==> src/hdl/jsu_pkg.sv <==
// shared types and constants of the json string unescaper
`timescale 1ns / 1ps
package jsu_pkg;

  localparam int unsigned ByteW = 8;
  localparam int unsigned LenW = 9;
  localparam int unsigned CodeW = 16;
  localparam int unsigned KindW = 2;

  localparam logic [LenW-1:0] MaxOutReset = 9'd255;

  localparam int unsigned CmdDepthDefault = 4;
  localparam int unsigned OutDepthDefault = 4;

  // result kinds
  localparam logic [KindW-1:0] KIND_DATA = 2'd0;
  localparam logic [KindW-1:0] KIND_DONE = 2'd1;
  localparam logic [KindW-1:0] KIND_NOTSTR = 2'd2;
  localparam logic [KindW-1:0] KIND_UNTERM = 2'd3;

  localparam logic [CodeW-1:0] CP_REPLACEMENT = 16'hFFFD;
  localparam logic [CodeW-1:0] CP_TWO_BYTE = 16'h0080;
  localparam logic [CodeW-1:0] CP_THREE_BYTE = 16'h0800;

  // what follows the optional code point in a command
  typedef enum logic [2:0] {
    TAIL_NONE,
    TAIL_RAW,
    TAIL_DONE,
    TAIL_UNTERM,
    TAIL_NOTSTR,
    TAIL_START
  } tail_e;

  typedef struct packed {
    logic             has_code;
    logic [CodeW-1:0] code;
    tail_e            tail;
    logic [ByteW-1:0] tail_byte;
  } cmd_t;

  typedef struct packed {
    logic [KindW-1:0] kind;
    logic [ByteW-1:0] out_byte;
    logic [LenW-1:0]  out_length;
    logic             last;
  } result_t;

endpackage

==> src/hdl/json_string_unescape.sv <==
// top level of the json string unescaper
//
// Input is a queue: a text word is taken when push is high and full is low,
// one word per cycle. Results come out of a queue: the oldest result sits on
// kind_o, out_byte_o, out_length_o and last_o while empty is low and leaves
// when pop is high. A front stage tracks the string phase and decodes escapes
// into commands; a command queue feeds a back stage that applies the output
// limit and writes at most one result per cycle, while the result queue is
// not full. Throughput: one word per cycle while each word gives at most one
// result; a word that gives several results (at most 4, on a \u escape cut
// short by a non-hex byte or by end of text) holds the back stage until all
// are written, and the command queue absorbs that. Words with no result
// (whitespace, backslash, hex digits) are taken at the same rate. When the
// receiver stalls, results wait in the result queue and then the command
// queue fills, raising full.
// The limit register is written through cfg_valid_i/cfg_data_i, always ready.
// Reset empties both queues, returns to idle and sets the limit to 255.
`timescale 1ns / 1ps
module json_string_unescape import jsu_pkg::*; #(
  parameter int unsigned CmdDepth = CmdDepthDefault,
  parameter int unsigned OutDepth = OutDepthDefault
) (
  input  logic             clk_i,
  input  logic             rst_ni,
  input  logic             push,
  output logic             full,
  input  logic [ByteW-1:0] text_byte_i,
  output logic             empty,
  input  logic             pop,
  output logic [KindW-1:0] kind_o,
  output logic [ByteW-1:0] out_byte_o,
  output logic [LenW-1:0]  out_length_o,
  output logic             last_o,
  input  logic             cfg_valid_i,
  output logic             cfg_ready_o,
  input  logic [LenW-1:0]  cfg_data_i
);

  logic    cmd_push, cmd_full, cmd_empty, cmd_pop;
  cmd_t    cmd_wr, cmd_rd;
  logic    res_push, res_full;
  result_t res_wr, res_rd;

  assign cfg_ready_o = 1'b1;

  jsu_front u_front (
    .clk_i       (clk_i),
    .rst_ni      (rst_ni),
    .push_i      (push),
    .text_byte_i (text_byte_i),
    .full_o      (full),
    .cmd_push_o  (cmd_push),
    .cmd_o       (cmd_wr),
    .cmd_full_i  (cmd_full)
  );

  jsu_fifo #(
    .Width ($bits(cmd_t)),
    .Depth (CmdDepth)
  ) u_cmd_fifo (
    .clk_i     (clk_i),
    .rst_ni    (rst_ni),
    .wr_en_i   (cmd_push),
    .wr_data_i (cmd_wr),
    .full_o    (cmd_full),
    .rd_en_i   (cmd_pop),
    .rd_data_o (cmd_rd),
    .empty_o   (cmd_empty)
  );

  jsu_back u_back (
    .clk_i       (clk_i),
    .rst_ni      (rst_ni),
    .cfg_valid_i (cfg_valid_i),
    .cfg_data_i  (cfg_data_i),
    .cmd_valid_i (!cmd_empty),
    .cmd_i       (cmd_rd),
    .cmd_pop_o   (cmd_pop),
    .res_push_o  (res_push),
    .res_o       (res_wr),
    .res_full_i  (res_full)
  );

  jsu_fifo #(
    .Width ($bits(result_t)),
    .Depth (OutDepth)
  ) u_res_fifo (
    .clk_i     (clk_i),
    .rst_ni    (rst_ni),
    .wr_en_i   (res_push),
    .wr_data_i (res_wr),
    .full_o    (res_full),
    .rd_en_i   (pop),
    .rd_data_o (res_rd),
    .empty_o   (empty)
  );

  assign kind_o = res_rd.kind;
  assign out_byte_o = res_rd.out_byte;
  assign out_length_o = res_rd.out_length;
  assign last_o = res_rd.last;

endmodule

==> src/hdl/jsu_fifo.sv <==
// small register queue used between the stages and at the result side
`timescale 1ns / 1ps
module jsu_fifo #(
  parameter int unsigned Width = 8,
  parameter int unsigned Depth = 4
) (
  input  logic             clk_i,
  input  logic             rst_ni,
  input  logic             wr_en_i,
  input  logic [Width-1:0] wr_data_i,
  output logic             full_o,
  input  logic             rd_en_i,
  output logic [Width-1:0] rd_data_o,
  output logic             empty_o
);

  localparam int unsigned PtrW = (Depth > 1) ? $clog2(Depth) : 1;
  localparam int unsigned CntW = $clog2(Depth + 1);
  localparam logic [PtrW-1:0] LastIdx = PtrW'(Depth - 1);
  localparam logic [CntW-1:0] DepthCnt = CntW'(Depth);

  logic [Width-1:0] mem_q [Depth];
  logic [PtrW-1:0]  wr_ptr_q, wr_ptr_d;
  logic [PtrW-1:0]  rd_ptr_q, rd_ptr_d;
  logic [CntW-1:0]  count_q, count_d;
  logic             do_wr, do_rd;

  assign full_o = (count_q == DepthCnt);
  assign empty_o = (count_q == '0);
  assign rd_data_o = mem_q[rd_ptr_q];
  assign do_wr = wr_en_i && !full_o;
  assign do_rd = rd_en_i && !empty_o;

  always_comb begin
    wr_ptr_d = wr_ptr_q;
    rd_ptr_d = rd_ptr_q;
    count_d = count_q;
    if (do_wr) begin
      wr_ptr_d = (wr_ptr_q == LastIdx) ? '0 : wr_ptr_q + PtrW'(1);
    end
    if (do_rd) begin
      rd_ptr_d = (rd_ptr_q == LastIdx) ? '0 : rd_ptr_q + PtrW'(1);
    end
    if (do_wr && !do_rd) begin
      count_d = count_q + CntW'(1);
    end else if (do_rd && !do_wr) begin
      count_d = count_q - CntW'(1);
    end
  end

  always_ff @(posedge clk_i or negedge rst_ni) begin
    if (!rst_ni) begin
      wr_ptr_q <= '0;
      rd_ptr_q <= '0;
      count_q <= '0;
    end else begin
      wr_ptr_q <= wr_ptr_d;
      rd_ptr_q <= rd_ptr_d;
      count_q <= count_d;
    end
  end

  always_ff @(posedge clk_i) begin
    if (do_wr) begin
      mem_q[wr_ptr_q] <= wr_data_i;
    end
  end

endmodule

==> src/hdl/jsu_front.sv <==
// front stage: string phase tracking and escape decoding into commands
`timescale 1ns / 1ps
module jsu_front import jsu_pkg::*; (
  input  logic             clk_i,
  input  logic             rst_ni,
  input  logic             push_i,
  input  logic [ByteW-1:0] text_byte_i,
  output logic             full_o,
  output logic             cmd_push_o,
  output cmd_t             cmd_o,
  input  logic             cmd_full_i
);

  localparam logic [1:0] PH_IDLE = 2'd0;
  localparam logic [1:0] PH_STR = 2'd1;
  localparam logic [1:0] PH_ESC = 2'd2;
  localparam logic [1:0] PH_HEX = 2'd3;

  localparam logic [ByteW-1:0] CH_NUL = 8'h00;
  localparam logic [ByteW-1:0] CH_SPACE = 8'h20;
  localparam logic [ByteW-1:0] CH_TAB = 8'h09;
  localparam logic [ByteW-1:0] CH_CR = 8'h0D;
  localparam logic [ByteW-1:0] CH_QUOTE = 8'h22;
  localparam logic [ByteW-1:0] CH_BSLASH = 8'h5C;
  localparam logic [ByteW-1:0] CH_U = 8'h75;

  logic [1:0]       phase_q, phase_d;
  logic [CodeW-1:0] code_q, code_d;
  logic [1:0]       digits_q, digits_d;
  logic             accept;
  logic             hex_ok;
  logic [3:0]       hex_val;
  logic [CodeW-1:0] code_next;
  cmd_t             cmd;

  function automatic tail_e string_tail(input logic [ByteW-1:0] b);
    tail_e t;
    if (b == CH_NUL) begin
      t = TAIL_UNTERM;
    end else if (b == CH_QUOTE) begin
      t = TAIL_DONE;
    end else if (b == CH_BSLASH) begin
      t = TAIL_NONE;
    end else begin
      t = TAIL_RAW;
    end
    return t;
  endfunction

  function automatic logic [1:0] string_phase(input logic [ByteW-1:0] b);
    logic [1:0] p;
    if (b == CH_NUL || b == CH_QUOTE) begin
      p = PH_IDLE;
    end else if (b == CH_BSLASH) begin
      p = PH_ESC;
    end else begin
      p = PH_STR;
    end
    return p;
  endfunction

  function automatic logic [ByteW-1:0] escape_map(input logic [ByteW-1:0] b);
    logic [ByteW-1:0] m;
    case (b)
      8'h6E:   m = 8'h0A;
      8'h72:   m = 8'h0D;
      8'h74:   m = 8'h09;
      8'h62:   m = 8'h08;
      8'h66:   m = 8'h0C;
      default: m = b;
    endcase
    return m;
  endfunction

  assign accept = push_i && !cmd_full_i;
  assign full_o = cmd_full_i;

  always_comb begin
    hex_ok = 1'b1;
    hex_val = text_byte_i[3:0];
    if (text_byte_i >= 8'h30 && text_byte_i <= 8'h39) begin
      hex_val = text_byte_i[3:0];
    end else if ((text_byte_i >= 8'h61 && text_byte_i <= 8'h66) ||
                 (text_byte_i >= 8'h41 && text_byte_i <= 8'h46)) begin
      hex_val = text_byte_i[3:0] + 4'd9;
    end else begin
      hex_ok = 1'b0;
    end
  end

  assign code_next = {code_q[CodeW-5:0], hex_val};

  always_comb begin
    phase_d = phase_q;
    code_d = code_q;
    digits_d = digits_q;
    cmd.has_code = 1'b0;
    cmd.code = code_q;
    cmd.tail = TAIL_NONE;
    cmd.tail_byte = text_byte_i;
    unique case (phase_q)
      PH_IDLE: begin
        if (text_byte_i == CH_SPACE ||
            (text_byte_i >= CH_TAB && text_byte_i <= CH_CR)) begin
          cmd.tail = TAIL_NONE;
        end else if (text_byte_i == CH_QUOTE) begin
          cmd.tail = TAIL_START;
          phase_d = PH_STR;
        end else begin
          cmd.tail = TAIL_NOTSTR;
        end
      end
      PH_STR: begin
        cmd.tail = string_tail(text_byte_i);
        phase_d = string_phase(text_byte_i);
      end
      PH_ESC: begin
        if (text_byte_i == CH_NUL) begin
          cmd.tail = TAIL_UNTERM;
          phase_d = PH_IDLE;
        end else if (text_byte_i == CH_U) begin
          code_d = '0;
          digits_d = '0;
          phase_d = PH_HEX;
        end else begin
          cmd.tail = TAIL_RAW;
          cmd.tail_byte = escape_map(text_byte_i);
          phase_d = PH_STR;
        end
      end
      PH_HEX: begin
        if (text_byte_i == CH_NUL) begin
          // digits so far go out, then the string is cut off
          cmd.has_code = 1'b1;
          cmd.tail = TAIL_UNTERM;
          phase_d = PH_IDLE;
        end else if (!hex_ok) begin
          // replacement character, then the byte handled as in the string
          cmd.has_code = 1'b1;
          cmd.code = CP_REPLACEMENT;
          cmd.tail = string_tail(text_byte_i);
          phase_d = string_phase(text_byte_i);
        end else begin
          code_d = code_next;
          if (digits_q == 2'd3) begin
            cmd.has_code = 1'b1;
            cmd.code = code_next;
            digits_d = '0;
            phase_d = PH_STR;
          end else begin
            digits_d = digits_q + 2'd1;
          end
        end
      end
      default: begin
        phase_d = PH_IDLE;
      end
    endcase
  end

  assign cmd_o = cmd;
  assign cmd_push_o = accept && (cmd.has_code || cmd.tail != TAIL_NONE);

  always_ff @(posedge clk_i or negedge rst_ni) begin
    if (!rst_ni) begin
      phase_q <= PH_IDLE;
      code_q <= '0;
      digits_q <= '0;
    end else if (accept) begin
      phase_q <= phase_d;
      code_q <= code_d;
      digits_q <= digits_d;
    end
  end

endmodule

==> src/hdl/jsu_back.sv <==
// back stage: utf-8 encoding, output limit and result generation
`timescale 1ns / 1ps
module jsu_back import jsu_pkg::*; (
  input  logic            clk_i,
  input  logic            rst_ni,
  input  logic            cfg_valid_i,
  input  logic [LenW-1:0] cfg_data_i,
  input  logic            cmd_valid_i,
  input  cmd_t            cmd_i,
  output logic            cmd_pop_o,
  output logic            res_push_o,
  output result_t         res_o,
  input  logic            res_full_i
);

  logic [LenW-1:0] max_q;
  logic [LenW-1:0] wc_q, wc_d;
  logic [1:0]      step_q, step_d;
  logic [1:0]      nc_q;
  logic            te_q;
  logic [1:0]      natural_n;
  logic            fits;
  logic [1:0]      nc_first, nc;
  logic            te_first, te;
  logic            go, emit_code, emit_tail, last, finish;
  logic [LenW:0]   wc_ext;
  logic [ByteW-1:0] code_byte;
  result_t         res;

  assign wc_ext = {1'b0, wc_q};

  always_comb begin
    if (!cmd_i.has_code) begin
      natural_n = 2'd0;
    end else if (cmd_i.code < CP_TWO_BYTE) begin
      natural_n = 2'd1;
    end else if (cmd_i.code < CP_THREE_BYTE) begin
      natural_n = 2'd2;
    end else begin
      natural_n = 2'd3;
    end
  end

  // a sequence goes out whole or not at all
  assign fits = (wc_ext + (LenW + 1)'(natural_n)) <= {1'b0, max_q};
  assign nc_first = fits ? natural_n : 2'd0;

  always_comb begin
    case (cmd_i.tail)
      TAIL_RAW:                           te_first = (wc_ext + (LenW + 1)'(nc_first))
                                                     < {1'b0, max_q};
      TAIL_DONE, TAIL_UNTERM, TAIL_NOTSTR: te_first = 1'b1;
      default:                            te_first = 1'b0;
    endcase
  end

  assign nc = (step_q == 2'd0) ? nc_first : nc_q;
  assign te = (step_q == 2'd0) ? te_first : te_q;

  assign go = cmd_valid_i && !res_full_i;
  assign emit_code = step_q < nc;
  assign emit_tail = !emit_code && te;
  assign last = emit_code ? ((step_q == nc - 2'd1) && !te) : 1'b1;
  assign finish = !(emit_code && !last);

  always_comb begin
    unique case (natural_n)
      2'd1: code_byte = cmd_i.code[7:0];
      2'd2: code_byte = (step_q == 2'd0) ? {3'b110, cmd_i.code[10:6]}
                                         : {2'b10, cmd_i.code[5:0]};
      2'd3: begin
        if (step_q == 2'd0) begin
          code_byte = {4'b1110, cmd_i.code[15:12]};
        end else if (step_q == 2'd1) begin
          code_byte = {2'b10, cmd_i.code[11:6]};
        end else begin
          code_byte = {2'b10, cmd_i.code[5:0]};
        end
      end
      default: code_byte = cmd_i.code[7:0];
    endcase
  end

  always_comb begin
    res.kind = KIND_DATA;
    res.out_byte = code_byte;
    res.out_length = wc_q + LenW'(1);
    res.last = last;
    wc_d = wc_q;
    if (emit_code) begin
      wc_d = wc_q + LenW'(1);
    end else begin
      case (cmd_i.tail)
        TAIL_RAW: begin
          res.out_byte = cmd_i.tail_byte;
          wc_d = wc_q + LenW'(1);
        end
        TAIL_DONE: begin
          res.kind = KIND_DONE;
          res.out_byte = '0;
          res.out_length = wc_q;
        end
        TAIL_UNTERM: begin
          res.kind = KIND_UNTERM;
          res.out_byte = '0;
          res.out_length = wc_q;
        end
        TAIL_NOTSTR: begin
          res.kind = KIND_NOTSTR;
          res.out_byte = '0;
          res.out_length = '0;
        end
        TAIL_START: begin
          wc_d = '0;
        end
        default: begin
          wc_d = wc_q;
        end
      endcase
      if (!emit_tail && cmd_i.tail == TAIL_RAW) begin
        wc_d = wc_q;
      end
    end
    step_d = finish ? 2'd0 : step_q + 2'd1;
  end

  assign res_o = res;
  assign res_push_o = go && (emit_code || emit_tail);
  assign cmd_pop_o = go && finish;

  always_ff @(posedge clk_i or negedge rst_ni) begin
    if (!rst_ni) begin
      max_q <= MaxOutReset;
      wc_q <= '0;
      step_q <= '0;
      nc_q <= '0;
      te_q <= 1'b0;
    end else begin
      if (cfg_valid_i) begin
        max_q <= cfg_data_i;
      end
      if (go) begin
        wc_q <= wc_d;
        step_q <= step_d;
        if (step_q == 2'd0) begin
          nc_q <= nc_first;
          te_q <= te_first;
        end
      end
    end
  end

endmodule

==> config.mk <==
export PLATFORM = sky130hd
export DESIGN_NAME = json_string_unescape
export DESIGN_NICKNAME = d
export VERILOG_FILES = /design/src/hdl/jsu_pkg.sv /design/src/hdl/json_string_unescape.sv /design/src/hdl/jsu_fifo.sv /design/src/hdl/jsu_front.sv /design/src/hdl/jsu_back.sv
export SDC_FILE = /design/constraint.sdc
export NUM_CORES = 1
export LEC_CHECK = 0
export BUFFER_PORTS_ARGS = -buffer_cell sky130_fd_sc_hd__clkbuf_2
export CORE_MARGIN = 2
export CORE_UTILIZATION = 64
export CTS_BUF_LIST = sky130_fd_sc_hd__clkbuf_8
export CTS_CLUSTER_SIZE = 25
export DETAILED_ROUTE_END_ITERATION = 10
export GPL_ROUTABILITY_DRIVEN = 0
export PLACE_DENSITY = 0.82
export SYNTH_ARGS = -nofsm -noshare
export SYNTH_HDL_FRONTEND = slang
export SYNTH_SLANG_ARGS = --single-unit
==> constraint.sdc <==
create_clock -name clk_i -period 8.2 [get_ports clk_i]
set_clock_uncertainty 0.15 [all_clocks]
set_input_delay 0.82 -clock clk_i [delete_from_list [all_inputs] [get_ports clk_i]]
set_output_delay 0.82 -clock clk_i [all_outputs]
set_load 0.005 [all_outputs]
-- Yosys cells after proc, flatten, opt, wreduce, memory -nomap -nowiden
Memories as Yosys holds them, arrays and structs flattened.
Cells that the tools add are included.
- $add $sub $neg: 15
- muxes and demuxes: 75
- reductions and logical operators: 54
- magnitude comparators: 13
- equality and inequality tests: 36
- operator list (cell ; count):
    16-bit 2-to-1 mux ; 5
    8-bit by 7-bit equality test with 1-bit output, second input constant ; 7
    17-bit 2-to-1 mux ; 3
    2-bit 2-to-1 mux ; 23
    8-bit case mux with 5 select lines ; 1
    9-bit case mux with 2 select lines ; 2
    16-bit case mux with 2 select lines ; 1
    8-bit case mux with 2 select lines ; 2
    3-bit 2-to-1 mux ; 10
    9-bit 2-to-1 mux ; 3
    8-bit 2-to-1 mux ; 3
    1-bit logical AND ; 21
    9-bit by 2-bit adder with 10-bit output ; 2
    19-bit 2-to-1 mux ; 1
    2-bit equality test, second input constant ; 9
    8-bit by 6-bit equality test with 1-bit output, second input constant ; 2
    8-bit by 7-bit >= comparator with 1-bit output, second input constant ; 2
    8-bit by 7-bit less-or-equal comparator with 1-bit output, second input constant ; 2
    16-bit by 12-bit < comparator with 1-bit output, second input constant ; 1
    16-bit by 8-bit < comparator with 1-bit output, second input constant ; 1
    1-bit logical NOT ; 13
    2-bit by 1-bit adder with 2-bit output, second input constant ; 6
    3-bit equality test, second input constant ; 4
    1-bit 2-to-1 mux ; 12
    other kinds (38) ; 57
- flip-flop bits (word level): 57
- output and inout bits: 23
- memories kept: 2
- bits in writable memories: 192
- logic and storage cells: 209
- memory list (name ; depth ; bits a word ; rd ports ; clocked after memory_dff ; write ports ; RTL line ; RTL):
    u_cmd_fifo.mem_q ; 4 ; 28 ; 1 ; 0 ; 1 ; jsu_fifo.sv:22 ; logic [Width-1:0] mem_q [Depth];
    u_res_fifo.mem_q ; 4 ; 20 ; 1 ; 0 ; 1 ; jsu_fifo.sv:22 ;

-- Depth between registers and ports, before layout
Gate-level depths: netlist (run 1).
An unclocked memory read counts as a cell.
- word-level depth: 23
- gate-level depth with buffers: 36

-- Cells and area by module
From an unflattened synthesis (run 1), not the netlist that was laid out.
- cells, all modules: 833
- area, all modules: 12005.3 um^2
- by module, submodules not included (module ; seq. area each (um^2) ; cells an instance ; instances ; area an instance (um^2)):
    jsu_fifo at u_cmd_fifo ; 3538.4 ; 183 ; 1 ; 4484.3
    jsu_fifo at u_res_fifo ; 2577.5 ; 141 ; 1 ; 3340.7
    jsu_back ; 585.6 ; 337 ; 1 ; 2602.5
    jsu_front ; 500.5 ; 169 ; 1 ; 1562.7
    json_string_unescape ; 0.0 ; 3 ; 1 ; 15.0

-- Least setup slack after synthesis (run 1)
OpenSTA, ideal clock, no wires.
- path type: flip-flop to flip-flop
- start point: register u_cmd_fifo.rd_ptr_q[0]
- end point: register u_cmd_fifo.count_q[2]
- data arrival time: 6.871 ns
- setup slack: 1.100 ns
- path buffers: 1
- stages on the path, launching flop included: 35
- period minus slack after synthesis: 7.100 ns
- required time: 7.971 ns
- library setup time: 0.079 ns
- path through: dfrtp_1 > buf_6 > mux4_2 > nor4_2 > nand2b_1 > nor2_1 > nor2_1 > ha_1 > fa_1 > xor2_1 > ha_1 > a211o_1 > o211ai_1 > nand4b_1 > nand2_1 > nand2_1 > nor2_1 > ha_1 > inv_1 > fa_1 > nor3_1 > xor2_1 > ha_1 > nand3_1 > o221ai_1 > a211oi_1 > a21oi_1 > a31o_2 > nand2_1 > ha_1 > inv_1 > fa_1 > xor2_1 > nor2_1 > xor2_1
- RTL lines (element ; RTL line ; RTL):
    from (decl) ; jsu_fifo.sv:24 ; logic [PtrW-1:0] rd_ptr_q, rd_ptr_d;
    from (signal assigned) ; jsu_fifo.sv:58 ; rd_ptr_q <= rd_ptr_d;
    to (signal assigned) ; jsu_fifo.sv:59 ; count_q <= count_d;
    to (decl) ; jsu_fifo.sv:25 ; logic [CntW-1:0] count_q, count_d;

==> flow_summary.json, run 1 <==
{
  "drive_gt1_share_pct": 23.48,
  "hold_viol_final": 0,
  "num_antenna_cells": 0,
  "clock-root-buffer": "clkbuf_8",
  "die_h_um": 140.8,
  "drc": 0,
  "drtAntennaViolNets": 0,
  "netlist_area_um2": 11980,
  "synth_warnings": 0,
  "end_kind": "register",
  "final_cell_mix": "192 x edfxtp_1, 84 x nand2_1, 51 x o21ai_0, 49 x nor2_1",
  "arrival_ps": 8110,
  "num_vias": 7609,
  "irDropWorstVdd_mv": 0.1866,
  "layout_commonest_cell": "edfxtp_1",
  "vias_per_cell": 6.247,
  "synthesis.instances": 881,
  "grt_pass1_vias": 7625,
  "hold_class": "in -> async",
  "cpMostUsedCell": "ha_1",
  "stdcell_count": 1218,
  "synth_seq_cells": 249,
  "synth_seq_area_share_pct": 60.14,
  "dieArea_um2": 19820,
  "worst_slack_ps": 392.4,
  "grt_use_total_pct": 26.05,
  "p_total_mw": 5.566,
  "syn2layout_area_growth_pct": 11.92,
  "path_class": "reg -> reg",
  "crit_fanout": 7,
  "reg2reg_from": "u_cmd_fifo.rd_ptr_q[0]",
  "gr-total-overflow": 0,
  "wl_per_cell_um": 21.06,
  "row_count": 50,
  "insertion_delay_ps": 540,
  "io_buffer_count": 43,
  "finalCritPeriodShare_pct": 95.21,
  "report.final.slew_viol_count": 0,
  "grt_pass1_wl_um": 40340,
  "antenna_found_initial": 0,
  "fin_crit_ps": 7808,
  "core_area_um2": 18520,
  "max_freq_mhz": 128.1,
  "grt_max_degree": 58,
  "synth-edff-count": 192,
  "powerDensity_nw_per_um2": 415.3,
  "die_w_um": 140.8,
  "placed_cells": 1136,
  "place_hpwl_um": 16910,
  "setup_viol": 0,
  "start_util_pct": 64.67,
  "power_leakage_nw": 5.063,
  "drtIter0Drc": 704,
  "critPathLaunch": "u_cmd_fifo.rd_ptr_q[0]",
  "tightest_slew_ps": 1163,
  "cts_buffer_depth": 3,
  "drv_cap": 0,
  "cts_inserted_buffers": 40,
  "r2r_slack_ps": 390,
  "syn_nets": 951,
  "fin_setup_tns_ps": 0,
  "slowest_delay_ps": 560,
  "place_ws_ps": 87.72,
  "final_nets": 1026,
  "htreeDepth": 2,
  "cp-start-kind": "register",
  "firstDrtPassIters": 5,
  "cpMaxStageDelayCell": "mux4_2",
  "yosysUniqueCellTypes": 80,
  "maxSlewHeadroom_pct": 22.49,
  "required_ps": 8500,
  "async_flop_share_pct": 22.89,
  "nFillCells": 1162,
  "path_clk_slew_ps": 60,
  "wl_um": 25650,
  "cts_tree": "built",
  "syn_area_per_cell_um2": 13.59,
  "cts_sinks": 249,
  "status": "complete, no violations",
  "io_pins": 45,
  "ys.flop_type": "edfxtp_1"
}
==> through the flow <==
step           instance area (um2)  util (%)  hold slack, ps
2_1_floorplan                11980         -           298.5
3_3_place_gp                 12460     67.31           310.8
3_5_place_dp                 12460     67.31           321.5
4_1_cts                      13270     71.65           328.6
5_1_grt                      13400     72.38           367.5
6_report                     13400     72.38           303.6
==> what timing repair did <==
item / in CTS / in global routing
buffers inserted: 0 / 12
hold endpoints to repair: 0 / 0
resized for setup: 0 / 12
endpoints found under the setup margin: 0 / 88
hold buffers: 0 / 0
==> sequential cells by signal (all words and copies together) (netlist names), 3 cells and up <==
register,cells
u_cmd_fifo.mem_q,112
u_res_fifo.mem_q,80
u_front.code_q,16
u_back.max_q,9
u_back.wc_q,9
u_cmd_fifo.count_q,3
u_res_fifo.count_q,3
==> path summary, 6_finish.rpt <==
kind                                                to  depth (start not counted)
worst max-delay path             u_cmd_fifo.count_q[2]                         35
worst min-delay path                   u_back.max_q[8]                          2
worst max register to register   u_cmd_fifo.count_q[2]                         35
worst min register to register      u_front.code_q[14]                          2
max in group asynchronous       u_cmd_fifo.rd_ptr_q[0]                          2
min in group clk_i                  u_front.code_q[14]                          2
==> cell type report <==
cell class | instances | area, um2 | share of cell area, %
Multi-Input combinational cell | 546 | 4472 | 33.36
Clock buffer | 47 | 646.9 | 4.826
Sequential cell | 249 | 7207 | 53.77
Inverter | 42 | 157.7 | 1.176
Tap cell | 234 | 292.8 | 2.184
Timing Repair Buffer | 77 | 470.5 | 3.510
Clock inverter | 23 | 156.4 | 1.167
==> cell usage after synthesis, drive strengths merged, types with 13 or more instances <==
cell type | n | area share (%)
buf | 15 | 0.71
a21oi | 29 | 1.2
xnor2 | 13 | 0.95
clkbuf | 29 | 0.91
inv | 42 | 1.3
ha | 44 | 4.6
nor3 | 15 | 0.67
mux4 | 48 | 9.0
edfxtp | 192 | 48
nand2 | 85 | 2.7
nand3 | 16 | 0.67
nor2 | 53 | 1.7
o31ai | 18 | 1.1
o21ai | 57 | 2.4
dfrtp | 49 | 10
==> per-layer routing <==
metal	track usage, %	wire length, um	up-vias
met3	4.755	1534	53
met4	8.053	639	0
met5	0	0	-
met2	44.34	13100	308
li1	-	-	3500
met1	34.74	10370	3748
==> cells by family (layout without fill, tap and decap cells) <==
family	Yosys count	after routing	share of synthesized area [%]
DFF	249	249	60.14
and+or+nand+nor	229	229	9.320
AOI/OAI and AO/OA	182	182	10.20
buffers and inverters	86	189	2.936
muxes	61	61	10.28
adders and majority gates	48	48	5.266
xor gates and xnor gates	25	25	1.828
other	1	1	0.03131
==> critical path, delay by kind of cell (launching register included) <==
kind,cells,cell delay [ps]
flip-flops,1,480
adder cells (fa/ha/maj),7,2090
AND/OR/NAND/NOR,12,1780
XOR/XNOR,4,620
buffers and inverters,4,480
AO/OA/AOI/OAI,7,1580
multiplexers,1,560
==> where the power goes <==
group	switching, mW	internal, mW	leakage, nW	total, mW
Clock	0.481	0.587	0.449	1.07
Sequential	0.227	1.93	2.50	2.15
Combinational	1.37	0.973	2.11	2.34
Total	2.08	3.49	5.06	5.57
No activity file was read; power rests on OpenSTA's default activity.
==> inputs of run 2 (changes only) <==
BUFFER_PORTS_ARGS = unset   (was -buffer_cell sky130_fd_sc_hd__clkbuf_2)
CORE_UTILIZATION = 66   (was 64)
DONT_BUFFER_PORTS = 1   (was unset)
==> run 2 against run 1 <==
Highest routed layer unchanged. Clock power is 6% lower. Count of clock-buffer cells in the layout is 5 lower. Register-to-register slack hardly changed. Wire length is 1.6% higher.
==> flow_summary.json, run 2 (synthesis results as in run 1) <==
{
  "cts_sinks": 249,
  "cts_tree": "built",
  "row_count": 49,
  "gr-total-overflow": 0,
  "grt_max_degree": 58,
  "maxSlewHeadroom_pct": 19.97,
  "fin_util_pct": 73.43,
  "vias_per_cell": 6.578,
  "final_cell_mix": "192 x edfxtp_1, 84 x nand2_1, 54 x inv_1, 51 x o21ai_0, 49 x nor2_1",
  "fin_crit_ps": 7800,
  "num_antenna_cells": 0,
  "cpMaxStageDelayCell": "mux4_2",
  "layout_commonest_cell": "edfxtp_1",
  "core_area_um2": 17900,
  "final_nets": 979,
  "place_ws_ps": 101.0,
  "drc": 0,
  "cp-start-kind": "register",
  "slowest_delay_ps": 580,
  "start_util_pct": 66.89,
  "hold_viol_final": 0,
  "grt_pass1_wl_um": 41520,
  "num_vias": 7676,
  "antenna_found_initial": 0,
  "regMostFlops": "u_cmd_fifo.mem_q",
  "setup_viol": 0,
  "drtIter0Drc": 738,
  "place_hpwl_um": 17730,
  "die_h_um": 138.7,
  "arrival_ps": 8090,
  "status": "complete, no violations",
  "tightest_slew_ps": 1200,
  "p_total_mw": 5.436,
  "cts_buffer_depth": 3,
  "crit_fanout": 6,
  "stdcell_count": 1167,
  "drive_gt1_share_pct": 19.19,
  "wl_um": 26050,
  "die_w_um": 138.7,
  "required_ps": 8490,
  "path_class": "reg -> reg",
  "worst_slack_ps": 400.1,
  "hold_class": "in -> async",
  "finalCritPeriodShare_pct": 95.12,
  "dieArea_um2": 19240,
  "firstDrtPassIters": 5,
  "irDropWorstVdd_mv": 0.3073,
  "io_pins": 45,
  "io_buffer_count": 0,
  "placed_cells": 1086,
  "end_kind": "register",
  "clock-root-buffer": "clkbuf_8",
  "syn2layout_area_growth_pct": 9.780,
  "path_clk_slew_ps": 60,
  "powerDensity_nw_per_um2": 413.5,
  "grt_pass1_vias": 7930,
  "max_freq_mhz": 128.2,
  "grt_use_total_pct": 27.29,
  "insertion_delay_ps": 530,
  "reg.largest.list": "u_cmd_fifo.mem_q (112), u_res_fifo.mem_q (80), u_front.code_q (16)",
  "drv_cap": 0,
  "report.final.slew_viol_count": 0,
  "power_leakage_nw": 4.862,
  "wl_per_cell_um": 22.32,
  "largest_reg_flops": 112,
  "drtAntennaViolNets": 0,
  "htreeDepth": 2,
  "cts_inserted_buffers": 39
}
==> run 2: cell count changes in the layout (fill, tap and decap cells not counted), sizes merged <==
cell | previous run | this run
inv | 50 | 56
clkbuf | 91 | 42
clkinvlp | 0 | 1
buf | 33 | 31
clkinv | 13 | 11
==> run 2: repair_timing <==
action,in CTS,in global routing
hold endpoints to repair,57,0
buffers inserted,0,10
gates resized for setup,0,15
setup endpoints to repair,0,86
hold buffers,1,0
==> run 2: worst paths after layout <==
kind                                        start                     to  slack, ps  depth (start not counted)
max in group asynchronous                  rst_ni     u_front.phase_q[0]       7600                          1
setup / recovery           u_cmd_fifo.rd_ptr_q[0]  u_cmd_fifo.count_q[2]        400                         34
hold reg to reg             u_res_fifo.count_q[2]  u_res_fifo.count_q[2]        350                          1
min in group clk_i                    cfg_valid_i        u_back.max_q[5]        200                          1
hold / removal                             rst_ni         u_back.nc_q[0]          4                          1
setup reg to reg           u_cmd_fifo.rd_ptr_q[0]  u_cmd_fifo.count_q[2]        400                         34
==> run 2: routing by layer <==
layer / GRT usage, % / part of all wire, % / wire [um] / vias up
li1: - / - / - / 3407
met1: 34.87 / 39 / 10100 / 3800
met2: 47.11 / 51 / 13370 / 374
met3: 4.178 / 5.6 / 1448 / 95
met4: 11.96 / 4.3 / 1124 / 0
met5: 0 / 0 / 0 / -
==> run 2: through the flow <==
stage	hold slack, ps	area, um2	setup TNS [ps]
after CTS	0.9196	13010	0
after floorplan	298.5	11980	0
final	3.754	13150	0
after global placement	310.7	12230	0
after global routing	5.873	13150	-31.50
after detailed placement	316.8	12230	0
==> run 2: critical path: cells and delay by family, from the launching register on <==
kind	cells	cell delay [ps]
AND/OR/NAND/NOR	11	1680
flip-flops	1	470
adder cells (fa/ha/maj)	6	2010
XOR/XNOR	4	660
buffers and inverters	3	380
AO/OA/AOI/OAI	9	1750
multiplexers	1	580
==> run 2: layout make-up <==
class                      instances  area [um2]
sequential                       249        7207
fill                            1080        4756
multi-input combinational        546        4487
clock buffer                      42       578.1
tap                              229       286.5
timing repair buffer              31       254.0
clock inverter                    28       176.4
inverter                          42       157.7
==> run 2: power breakdown <==
part	internal [mW]	switching, mW	total, mW
registers	1.93	0.217	2.14
clock network	0.539	0.467	1.01
logic	0.923	1.36	2.29
